File: config.mk
export PLATFORM = sky130hd
export DESIGN_NAME = positional_list_engine_core_flat
export DESIGN_NICKNAME = d
export VERILOG_FILES = /design/src/rtl/ple_pkg.sv /design/src/rtl/ple_if.sv /design/src/rtl/ple_cell.sv /design/src/rtl/positional_list_engine_core.sv /design/src/flat_wrapper.sv
export SDC_FILE = /design/constraint.sdc
export NUM_CORES = 2
export LEC_CHECK = 0
export BUFFER_PORTS_ARGS = -buffer_cell sky130_fd_sc_hd__buf_2
export CAP_MARGIN = 20
export CORE_MARGIN = 3
export CORE_UTILIZATION = 30
export CTS_BUF_LIST = sky130_fd_sc_hd__clkbuf_4 sky130_fd_sc_hd__clkbuf_8 sky130_fd_sc_hd__clkbuf_16
export DETAILED_ROUTE_END_ITERATION = 10
export GPL_ROUTABILITY_DRIVEN = 0
export PLACE_DENSITY = 0.45
export SYNTH_ARGS = -nofsm -noshare
export SYNTH_HDL_FRONTEND = slang
export SYNTH_HIERARCHICAL = 1
export SYNTH_SLANG_ARGS = --single-unit
File: constraint.sdc
create_clock -name clock -period 42.1 [get_ports clock]
set_input_delay 4.21 -clock clock [delete_from_list [all_inputs] [get_ports clock]]
set_output_delay 4.21 -clock clock [all_outputs]
set_load 0.03 [all_outputs]
File: src/rtl/ple_pkg.sv
`timescale 1ns / 1ps
package ple_pkg;

   localparam int CAPACITY = 32;
   localparam int IDX_W    = (CAPACITY > 1) ? $clog2(CAPACITY) : 1;
   localparam int CNT_W    = $clog2(CAPACITY + 1);
   localparam int DATA_W   = 32;
   localparam int POS_W    = 8;
   localparam int KIND_W   = 2;
   localparam int STAT_W   = 3;

   localparam logic [KIND_W-1:0] KIND_INSERT  = 2'd0;
   localparam logic [KIND_W-1:0] KIND_DELETE  = 2'd1;
   localparam logic [KIND_W-1:0] KIND_DISPLAY = 2'd2;

   localparam logic [STAT_W-1:0] ST_DONE   = 3'd0;
   localparam logic [STAT_W-1:0] ST_POSERR = 3'd1;
   localparam logic [STAT_W-1:0] ST_FULL   = 3'd2;
   localparam logic [STAT_W-1:0] ST_EMPTY  = 3'd3;
   localparam logic [STAT_W-1:0] ST_ELEM   = 3'd4;

   // broadcast to every cell of the chain
   typedef struct packed {
      logic             ins;      // shift toward the tail, front takes the new value
      logic             del;      // cells at or behind del_idx take their successor
      logic             rot;      // rotate one place toward the front
      logic [IDX_W-1:0] del_idx;
      logic [IDX_W-1:0] tail_idx; // last occupied cell, takes the front on rotate
   } cell_ctrl_type;

endpackage

File: src/rtl/ple_if.sv
`timescale 1ns / 1ps
interface ple_req_if;
   import ple_pkg::*;
   logic                     valid;
   logic                     ready;
   logic [KIND_W-1:0]        kind;
   logic signed [DATA_W-1:0] value;
   logic [POS_W-1:0]         position;

   modport source (output valid, kind, value, position, input ready);
   modport sink (input valid, kind, value, position, output ready);
endinterface

interface ple_rsp_if;
   import ple_pkg::*;
   logic                     valid;
   logic                     ready;
   logic [STAT_W-1:0]        status;
   logic signed [DATA_W-1:0] element;
   logic                     last;

   modport source (output valid, status, element, last, input ready);
   modport sink (input valid, status, element, last, output ready);
endinterface

File: src/rtl/ple_cell.sv
`timescale 1ns / 1ps
module ple_cell
   import ple_pkg::*;
(
   input  logic                     clock,
   input  cell_ctrl_type            ctrl,
   input  logic [IDX_W-1:0]         idx,
   input  logic signed [DATA_W-1:0] prev_data,
   input  logic signed [DATA_W-1:0] next_data,
   input  logic signed [DATA_W-1:0] head_data,
   output logic signed [DATA_W-1:0] data
);

   logic signed [DATA_W-1:0] data_ff;
   logic signed [DATA_W-1:0] data_in;

   always_comb begin
      data_in = data_ff;
      priority if (ctrl.ins) begin
         data_in = prev_data;
      end else if (ctrl.del) begin
         if (idx >= ctrl.del_idx) data_in = next_data;
      end else if (ctrl.rot) begin
         data_in = (idx == ctrl.tail_idx) ? head_data : next_data;
      end
   end

   always_ff @(posedge clock) begin
      data_ff <= data_in;
   end

   assign data = data_ff;

endmodule

File: src/rtl/positional_list_engine_core.sv
`timescale 1ns / 1ps
// Bounded ordered list held in a chain of CAPACITY cells, cell 0 being the front.
// Insert and delete are taken one item per cycle while rsp is ready: on a done
// item the cells move one place in the same cycle (on delete only those at or
// behind the position) and the single reply goes to the output register. A
// display item with N stored elements produces N replies, one per cycle while
// rsp is ready, by rotating the occupied cells toward the front and reading
// cell 0; after N rotations the list is back in order. No new item is taken
// during that readout, and an empty list gets a single reply.
module positional_list_engine_core
   import ple_pkg::*;
(
   input  logic       clock,
   input  logic       reset,
   ple_req_if.sink    req_ch,
   ple_rsp_if.source  rsp_ch
);

   localparam logic ST_IDLE   = 1'b0;
   localparam logic ST_STREAM = 1'b1;

   logic                     state_ff, state_in;
   logic [CNT_W-1:0]         count_ff, count_in;
   logic [IDX_W-1:0]         rd_ff, rd_in;
   logic                     rsp_valid_ff, rsp_valid_in;
   logic [STAT_W-1:0]        status_ff, status_in;
   logic signed [DATA_W-1:0] element_ff, element_in;
   logic                     last_ff, last_in;

   cell_ctrl_type            ctrl;
   logic signed [DATA_W-1:0] cell_data [CAPACITY];

   logic req_fire;
   logic slot_free;
   logic is_full;
   logic bad_pos;

   assign slot_free    = !rsp_valid_ff || rsp_ch.ready;
   assign req_ch.ready = (state_ff == ST_IDLE) && slot_free;
   assign req_fire     = req_ch.valid && req_ch.ready;
   assign is_full      = (count_ff == CNT_W'(CAPACITY));
   assign bad_pos      = (req_ch.position == '0) || (req_ch.position > POS_W'(count_ff));

   always_comb begin
      state_in     = state_ff;
      count_in     = count_ff;
      rd_in        = rd_ff;
      rsp_valid_in = rsp_valid_ff && !rsp_ch.ready;
      status_in    = status_ff;
      element_in   = element_ff;
      last_in      = last_ff;
      ctrl.ins      = 1'b0;
      ctrl.del      = 1'b0;
      ctrl.rot      = 1'b0;
      ctrl.del_idx  = IDX_W'(req_ch.position - POS_W'(1));
      ctrl.tail_idx = IDX_W'(count_ff - CNT_W'(1));

      if (req_fire) begin
         element_in = '0;
         last_in    = 1'b1;
         unique case (req_ch.kind)
            KIND_INSERT: begin
               rsp_valid_in = 1'b1;
               if (is_full) begin
                  status_in = ST_FULL;
               end else begin
                  status_in = ST_DONE;
                  ctrl.ins  = 1'b1;
                  count_in  = count_ff + CNT_W'(1);
               end
            end
            KIND_DELETE: begin
               rsp_valid_in = 1'b1;
               if (bad_pos) begin
                  status_in = ST_POSERR;
               end else begin
                  status_in = ST_DONE;
                  ctrl.del  = 1'b1;
                  count_in  = count_ff - CNT_W'(1);
               end
            end
            default: begin
               // display, also taken for the unused kind code
               if (count_ff == '0) begin
                  rsp_valid_in = 1'b1;
                  status_in    = ST_EMPTY;
               end else begin
                  state_in = ST_STREAM;
                  rd_in    = '0;
               end
            end
         endcase
      end else if (state_ff == ST_STREAM && slot_free) begin
         rsp_valid_in = 1'b1;
         status_in    = ST_ELEM;
         element_in   = cell_data[0];
         last_in      = (rd_ff == ctrl.tail_idx);
         ctrl.rot     = 1'b1;
         rd_in        = rd_ff + IDX_W'(1);
         if (rd_ff == ctrl.tail_idx) state_in = ST_IDLE;
      end
   end

   genvar gi;
   generate
      for (gi = 0; gi < CAPACITY; gi++) begin : g_cell
         logic signed [DATA_W-1:0] prev_w;
         logic signed [DATA_W-1:0] next_w;
         if (gi == 0) begin : g_front
            assign prev_w = req_ch.value;
         end else begin : g_mid_prev
            assign prev_w = cell_data[gi-1];
         end
         if (gi == CAPACITY - 1) begin : g_back
            assign next_w = cell_data[0];
         end else begin : g_mid_next
            assign next_w = cell_data[gi+1];
         end
         ple_cell u_cell (
            .clock     (clock),
            .ctrl      (ctrl),
            .idx       (IDX_W'(gi)),
            .prev_data (prev_w),
            .next_data (next_w),
            .head_data (cell_data[0]),
            .data      (cell_data[gi])
         );
      end
   endgenerate

   always_ff @(posedge clock) begin
      if (reset) begin
         state_ff     <= ST_IDLE;
         count_ff     <= '0;
         rd_ff        <= '0;
         rsp_valid_ff <= 1'b0;
      end else begin
         state_ff     <= state_in;
         count_ff     <= count_in;
         rd_ff        <= rd_in;
         rsp_valid_ff <= rsp_valid_in;
      end
   end

   always_ff @(posedge clock) begin
      status_ff  <= status_in;
      element_ff <= element_in;
      last_ff    <= last_in;
   end

   assign rsp_ch.valid   = rsp_valid_ff;
   assign rsp_ch.status  = status_ff;
   assign rsp_ch.element = element_ff;
   assign rsp_ch.last    = last_ff;

   a_count_bound : assert property (@(posedge clock) disable iff (reset)
      count_ff <= CNT_W'(CAPACITY))
      else $error("count above capacity");

   a_no_take_in_stream : assert property (@(posedge clock) disable iff (reset)
      state_ff == ST_STREAM |-> !req_ch.ready)
      else $error("item taken during readout");

   a_insert_grows : assert property (@(posedge clock) disable iff (reset)
      req_fire && req_ch.kind == KIND_INSERT && !is_full
      |=> count_ff == $past(count_ff) + CNT_W'(1))
      else $error("insert did not grow the list");

   a_non_elem_reply : assert property (@(posedge clock) disable iff (reset)
      rsp_valid_ff && status_ff != ST_ELEM |-> element_ff == '0 && last_ff)
      else $error("bad single reply fields");

endmodule
File: src/flat_wrapper.sv
// flat-port wrapper written by rule: the top's interface ports become plain ports
module positional_list_engine_core_flat import ple_pkg::*;
  (clock, reset, req_ch_valid, req_ch_kind, req_ch_value, req_ch_position, req_ch_ready, rsp_ch_valid, rsp_ch_status, rsp_ch_element, rsp_ch_last, rsp_ch_ready);
  ple_req_if req_ch_i ();
  ple_rsp_if rsp_ch_i ();
  input  logic clock;
  input  logic reset;
  input wire logic [$bits(req_ch_i.valid)-1:0] req_ch_valid;
  input wire logic [$bits(req_ch_i.kind)-1:0] req_ch_kind;
  input wire logic [$bits(req_ch_i.value)-1:0] req_ch_value;
  input wire logic [$bits(req_ch_i.position)-1:0] req_ch_position;
  output wire logic [$bits(req_ch_i.ready)-1:0] req_ch_ready;
  output wire logic [$bits(rsp_ch_i.valid)-1:0] rsp_ch_valid;
  output wire logic [$bits(rsp_ch_i.status)-1:0] rsp_ch_status;
  output wire logic [$bits(rsp_ch_i.element)-1:0] rsp_ch_element;
  output wire logic [$bits(rsp_ch_i.last)-1:0] rsp_ch_last;
  input wire logic [$bits(rsp_ch_i.ready)-1:0] rsp_ch_ready;
  assign req_ch_i.valid = req_ch_valid;
  assign req_ch_i.kind = req_ch_kind;
  assign req_ch_i.value = req_ch_value;
  assign req_ch_i.position = req_ch_position;
  assign req_ch_ready = req_ch_i.ready;
  assign rsp_ch_valid = rsp_ch_i.valid;
  assign rsp_ch_status = rsp_ch_i.status;
  assign rsp_ch_element = rsp_ch_i.element;
  assign rsp_ch_last = rsp_ch_i.last;
  assign rsp_ch_i.ready = rsp_ch_ready;
  positional_list_engine_core u_core (.clock(clock), .reset(reset), .req_ch(req_ch_i), .rsp_ch(rsp_ch_i));
endmodule
* Yosys cells after proc, flatten, opt, wreduce, memory -nomap -nowiden
Index checks and enable logic that the tools add are counted.
** Operators by class
- Multipliers :: 0
- Bitwise operators :: 1
- Shift-type cells :: 0
- Reduce and logical (&&, ||, !) cells :: 53
- Div/mod/pow operators :: 0
- Equal/unequal tests :: 71
- Order comparisons :: 33
- Multiplexer cells :: 188
- Add/subtract/negate cells :: 4
** Operators by type and width (number)
- 32-bit two-way mux :: 159
- 3-bit by 2-bit inequality test with 1-bit output, second input constant :: 32
- 5-bit greater-or-equal comparator, first input constant :: 16
- 5-bit == test, first input constant :: 15
- 2-bit AND reduction :: 32
- 4-bit by 5-bit == test with 1-bit output, first input constant :: 8
- 4-bit by 5-bit greater-or-equal comparator with 1-bit output, first input constant :: 8
- 3-bit by 5-bit == test with 1-bit output, first input constant :: 4
- 3-bit by 5-bit greater-or-equal comparator with 1-bit output, first input constant :: 4
- 5-bit two-way mux :: 4
- 1-bit two-way mux :: 16
- 6-bit two-way mux :: 2
- 6-bit one-hot mux with 2 select lines :: 1
- 2-bit by 5-bit == test with 1-bit output, first input constant :: 2
- 1-bit by 5-bit greater-or-equal comparator with 1-bit output, first input constant :: 2
- 2-bit by 5-bit greater-or-equal comparator with 1-bit output, first input constant :: 2
- 3-bit two-way mux :: 3
- 8-bit by 6-bit > comparator with 1-bit output :: 1
- 8-bit zero test :: 1
- 2-bit inequality test, second input constant :: 4
- 4-bit AND reduction :: 2
- 6-bit by 1-bit adder with 6-bit output, second input constant :: 1
- 6-bit == test, second input constant :: 1
- 6-bit zero test :: 1
- other kinds (20) :: 29
** Word-level totals
- Bits in latches :: 0
- Memory bits (read-only) :: 0
- RAM bits :: 0
- Bits in registers :: 1073
- Logic and storage cells :: 389
- Memories :: 0
- Input bits :: 46

* Longest topological paths before layout
- Depth in word-level cells :: 8
- Gate-level depth with buffers :: 11
- Depth with buffers taken out :: 10

* Cells and area by module
The synthesis kept the hierarchy.
** Modules (own cells, without submodules)
- ple_cell :: cells each 130, seq. area each 960.9 um^2, area each 1938.1 um^2, times used 32
- positional_list_engine_core :: cells each 224, seq. area each 1011.0 um^2, area each 2239.6 um^2, times used 1

* Worst setup path after synthesis
No wires, ideal clock.
- Path type :: input to register
- Start :: in req_ch_position[0]
- End :: reg u_core.g_cell[0].u_cell.data_ff[0], enable pin
- Path slack :: 20.305 ns
- Data required time :: 41.668 ns
- Buffers on the path :: 0
- Arrival time :: 21.363 ns
- Library setup time :: 0.432 ns
- Stages on the path :: 10
- Path through :: inv_1 ha_1 nand2b_1 a211o_1 a21oi_1 nor4_1 nor2_1 a21oi_1 o22ai_1 a21oi_1
** RTL lines
- start: declaration :: RTL line flat_wrapper.sv:11 : input wire logic [$bits(req_ch_i.position)-1:0] req_ch_position;
- end signal: assignment :: RTL line ple_cell.sv:29 : data_ff <= data_in;
- end: declaration :: RTL line ple_cell.sv:14 : logic signed [DATA_W-1:0] data_ff;

==> results by group <==
Yosys
  – Area leader, netlist: edfxtp_1
  – Yosys cell types: between 50 and 60
  – Seq/Total Area, Yosys: 49.4%
  – Syn. warnings: 6
  – Largest family of logic cells by synthesized area: multiplexers
  – Cells after Synth: 4384
  – Adder-Cell Fraction of Synth Area: around 3.3%
  – Synth Area in Compound Gates: under 10%
  – Commonest cells post-synth: mux2_2, edfxtp_1, inv_1
  – Post-synthesis xor/xnor area fraction: 2.40%
  – Most numerous cell in the Yosys netlist: mux2_2
  – Synthesized flop and latch total: ~1100
  – Predominant post-synthesis flop cell: edfxtp_1
  – Post-synthesis mux area share: a little over a third
  – Top cell type's share of synthesized area: between 40 and 50%
  – EDFF count, synth: slightly above 1000
  – Fraction of registers with async set/reset: 0%
  – Post-synthesis cell area: approximately 64000 µm²
  – Area contributors post-synth: edfxtp_1, mux2_2, ha_1
  – Simple-Gate Fraction of Synth Area: 2.93%
  – Post-Syn Area per Cell: between 10 and 15 µm²

Layout
  – Reg area: approximately 32000 µm²
  – Area of the multi-input gates: ~32000 µm²
  – Ratio of cells with drive above 1 in the final layout: 51.2%
  – Area Overhead vs Synth: 14.1%
  – Layout net count: ~5000
  – Filler Cells Inserted: 20658
  – Finished Cell Area: 73300 µm²

Setup path
  – R2r worst-path depth: 13
  – Max incr delay on CP: 0.92 ns
  – Most frequent cell on the critical path: buf_4
  – Slowest cell on the critical path: buf_4
  – CP startpoint: rsp_ch_ready
  – Critical Path Start Type: primary input
  – Worst r2r dst: u_core/g_cell[15].u_cell/data[22]
  – Worst R2R Setup Slack: 34.39 ns
  – Worst-path fanout max: between 150 and 200
  – Critical path arrival: around 11 ns
  – Critical path class: primary input to flip-flop
  – Worst Setup End Kind: flip-flop
  – Crit path buf inv count: 8
  – CP top delay family: buffers and inverters
  – R2r startpoint: u_core/count_ff[0]
  – Worst EP required: about 43 ns
  – Worst path cell trace: buf_2 > nand2b_1 > and2_4 > inv_1 > nor4_2 > buf_12 > buf_4 > buf_4 > buf_4 > buf_4 > buf_4 > mux2_2 > mux2_2

CTS
  – Number of CTS-inserted buffers: ~130
  – Post-CTS setup repair buffer count: 0
  – PostCTS Resize Cnt: 0
  – Hold buffer count at CTS: 0
  – # clock sinks: approximately 1100
  – CTS tree: done
  – H-tree Lvls: 4
  – Clk pin slew, worst setup/hold paths: approximately 0.060 ns
  – CTS max path bufs: 3
  – CTS root buf: clkbuf_16
  – Worst-Skew Late Latency: approximately 0.74 ns

Global route
  – Total global routing overflow: 0
  – Antenna violations before repair: 5
  – Vias in the first global route: 38318
  – Total track usage: between 10% and 20%
  – First-pass GRT wire length: approximately 240000 µm
  – Largest net degree at the start of global routing: ~180

Timing
  – Fmax: 92.8 MHz
  – Slew headroom: between 20 and 30%
  – TNS Setup: 0 ns
  – Clk_skew: approximately 0.019 ns
  – Worst slew pin tran: roughly 1.1 ns
  – Unrepaired setup endpoints after global routing: no
  – Setup violations, final: 0
  – Final period util: between 20% and 30%
  – Max-slew violations: 0
  – Final hold vios: 0
  – Final Worst Setup Slack: around 31 ns
  – Tmin final: 10.77 ns

Routing
  – First-pass iteration count of the detailed router: 5
  – Vias/cell: 4.62
  – Via count: about 36000
  – Highest Signal Layer: met5
  – DR iter-0 viols: between 1000 and 1500
  – DRC violations left: 0
  – Antenna-violating nets left: 0
  – Final WL: between 150000 and 200000 µm
  – Met2 Wirelength: 76900 µm
  – Met3 WL: between 3000 and 4000 µm
  – DRT met1 WL: approximately 73000 µm
  – DR WL/cell: approximately 20 µm

Placement
  – Area after DPL: between 60000 and 70000 µm²
  – Pre-CTS WS: about 31 ns
  – PortBufs: 83
  – Dpl hpwl: ~100000 µm

Power and ir drop
  – Max IR drop VDD: roughly 0.038 mV
  – Sw power: 0.000729 W
  – Sw frac: approximately a quarter
  – Reg power frac: a little under half
  – P_int: approximately 0.0021 W
  – Lkg Pwr: around 25 nW
  – Clock network fraction of design power: between 30% and 40%
  – Power Density: roughly 39 nW/µm²
  – Comb pwr share: between 10% and 20%

Die
  – Die area: ~220000 µm²
  – I/O Pins: 84
  – Core box area: roughly 210000 µm²
  – Die width: about 470 µm
  – Starting Density: a little under a third
  – Die Height: around 470 µm
  – Rows: approximately 170

Min path
  – Worst hold start: u_core/rsp_ch.element[19]
  – Hold Path End: u_core/rsp_ch.element[19]
  – Worst min-delay path class: flip-flop to flip-flop
  – Hold path depth: 1

Flow run
  – Maxcap violations: 0

Outcome
  – Status: finished, final reports clean
==> flip-flops by register name (all words and copies together), names as in the netlist <==
name	cells
u_core/count_ff	6
u_core/g_cell.u_cell/data	1024
u_core/rd_ff	5
u_core/rsp_ch.element	32
u_core/rsp_ch.last	1
u_core/rsp_ch.status	3
u_core/rsp_ch.valid	1
u_core/state_ff	1
==> metrics by stage <==
stage	power, W	instances	hold WS, ns	util [%]
2_1_floorplan	0.00168	4702	0.465	-
3_3_place_gp	0.00180	7492	0.452	32.5
3_5_place_dp	0.00181	7493	0.455	32.5
4_1_cts	0.00293	7725	0.470	34.5
5_1_grt	0.00302	7727	0.485	34.5
6_report	0.00287	7729	0.467	34.5
==> cells by family after synthesis <==
kind of cell	count (synthesis)
AO/OA/AOI/OAI	223
XOR/XNOR	176
adder cells (fa/ha/maj)	171
buffers and inverters	445
flip-flops	1073
multiplexers	2049
other	2
AND/OR/NAND/NOR	245
==> power by group through the flow <==
stage	Clock (W)	Sequential (W)	Combinational, W
floorplan	0	0.00134	0.000339
global placement	0	0.00135	0.000448
detailed placement	0	0.00135	0.000459
CTS	0.00115	0.00133	0.000460
global route	0.00119	0.00133	0.000502
finish	0.00110	0.00132	0.000452
==> worst max path at each step <==
stage,endpoint,cells after the start
final,u_core/g_cell[15].u_cell/data[22],13
after detailed placement,u_core/g_cell[19].u_cell/data[20],13
after CTS,u_core/g_cell[19].u_cell/data[20],13
after global placement,u_core/g_cell[15].u_cell/data[22],13
after global routing,u_core/g_cell[19].u_cell/data[20],13
after floorplan,u_core/g_cell[0].u_cell/data[0],10
==> area by class of cell <==
class,instances,share of cell area (%)
diodes,2,0.00683
clock buffers,185,5.19
clock inverters,47,0.440
inverters,207,1.06
multi-input cells,3184,43.2
flip-flops and latches,1073,43.3
well taps,2821,4.81
repair buffers,210,1.97
==> cells in the final DEF (no fill, tap or decap), types with 35 or more instances in the layout <==
cell,synthesis,layout
mux2_1,64,64
edfxtp_1,1027,1027
xor2_1,41,37
nand4_1,35,35
clkbuf_16,0,136
xnor2_1,135,134
buf_2,32,83
buf_4,1,122
mux2_2,1984,1984
dfxtp_1,46,46
ha_1,171,171
conb_1,2,320
a21oi_1,78,46
clkbuf_4,0,44
nor2_1,106,105
inv_1,207,206
o21ai_0,35,35
==> routing by layer <==
layer,vias up,track usage [%]
li1,17297,-
met1,17938,18.4
met2,273,24.5
met3,186,1.87
met4,2,3.10
met5,-,0
Power figures use the tool's default switching activity.
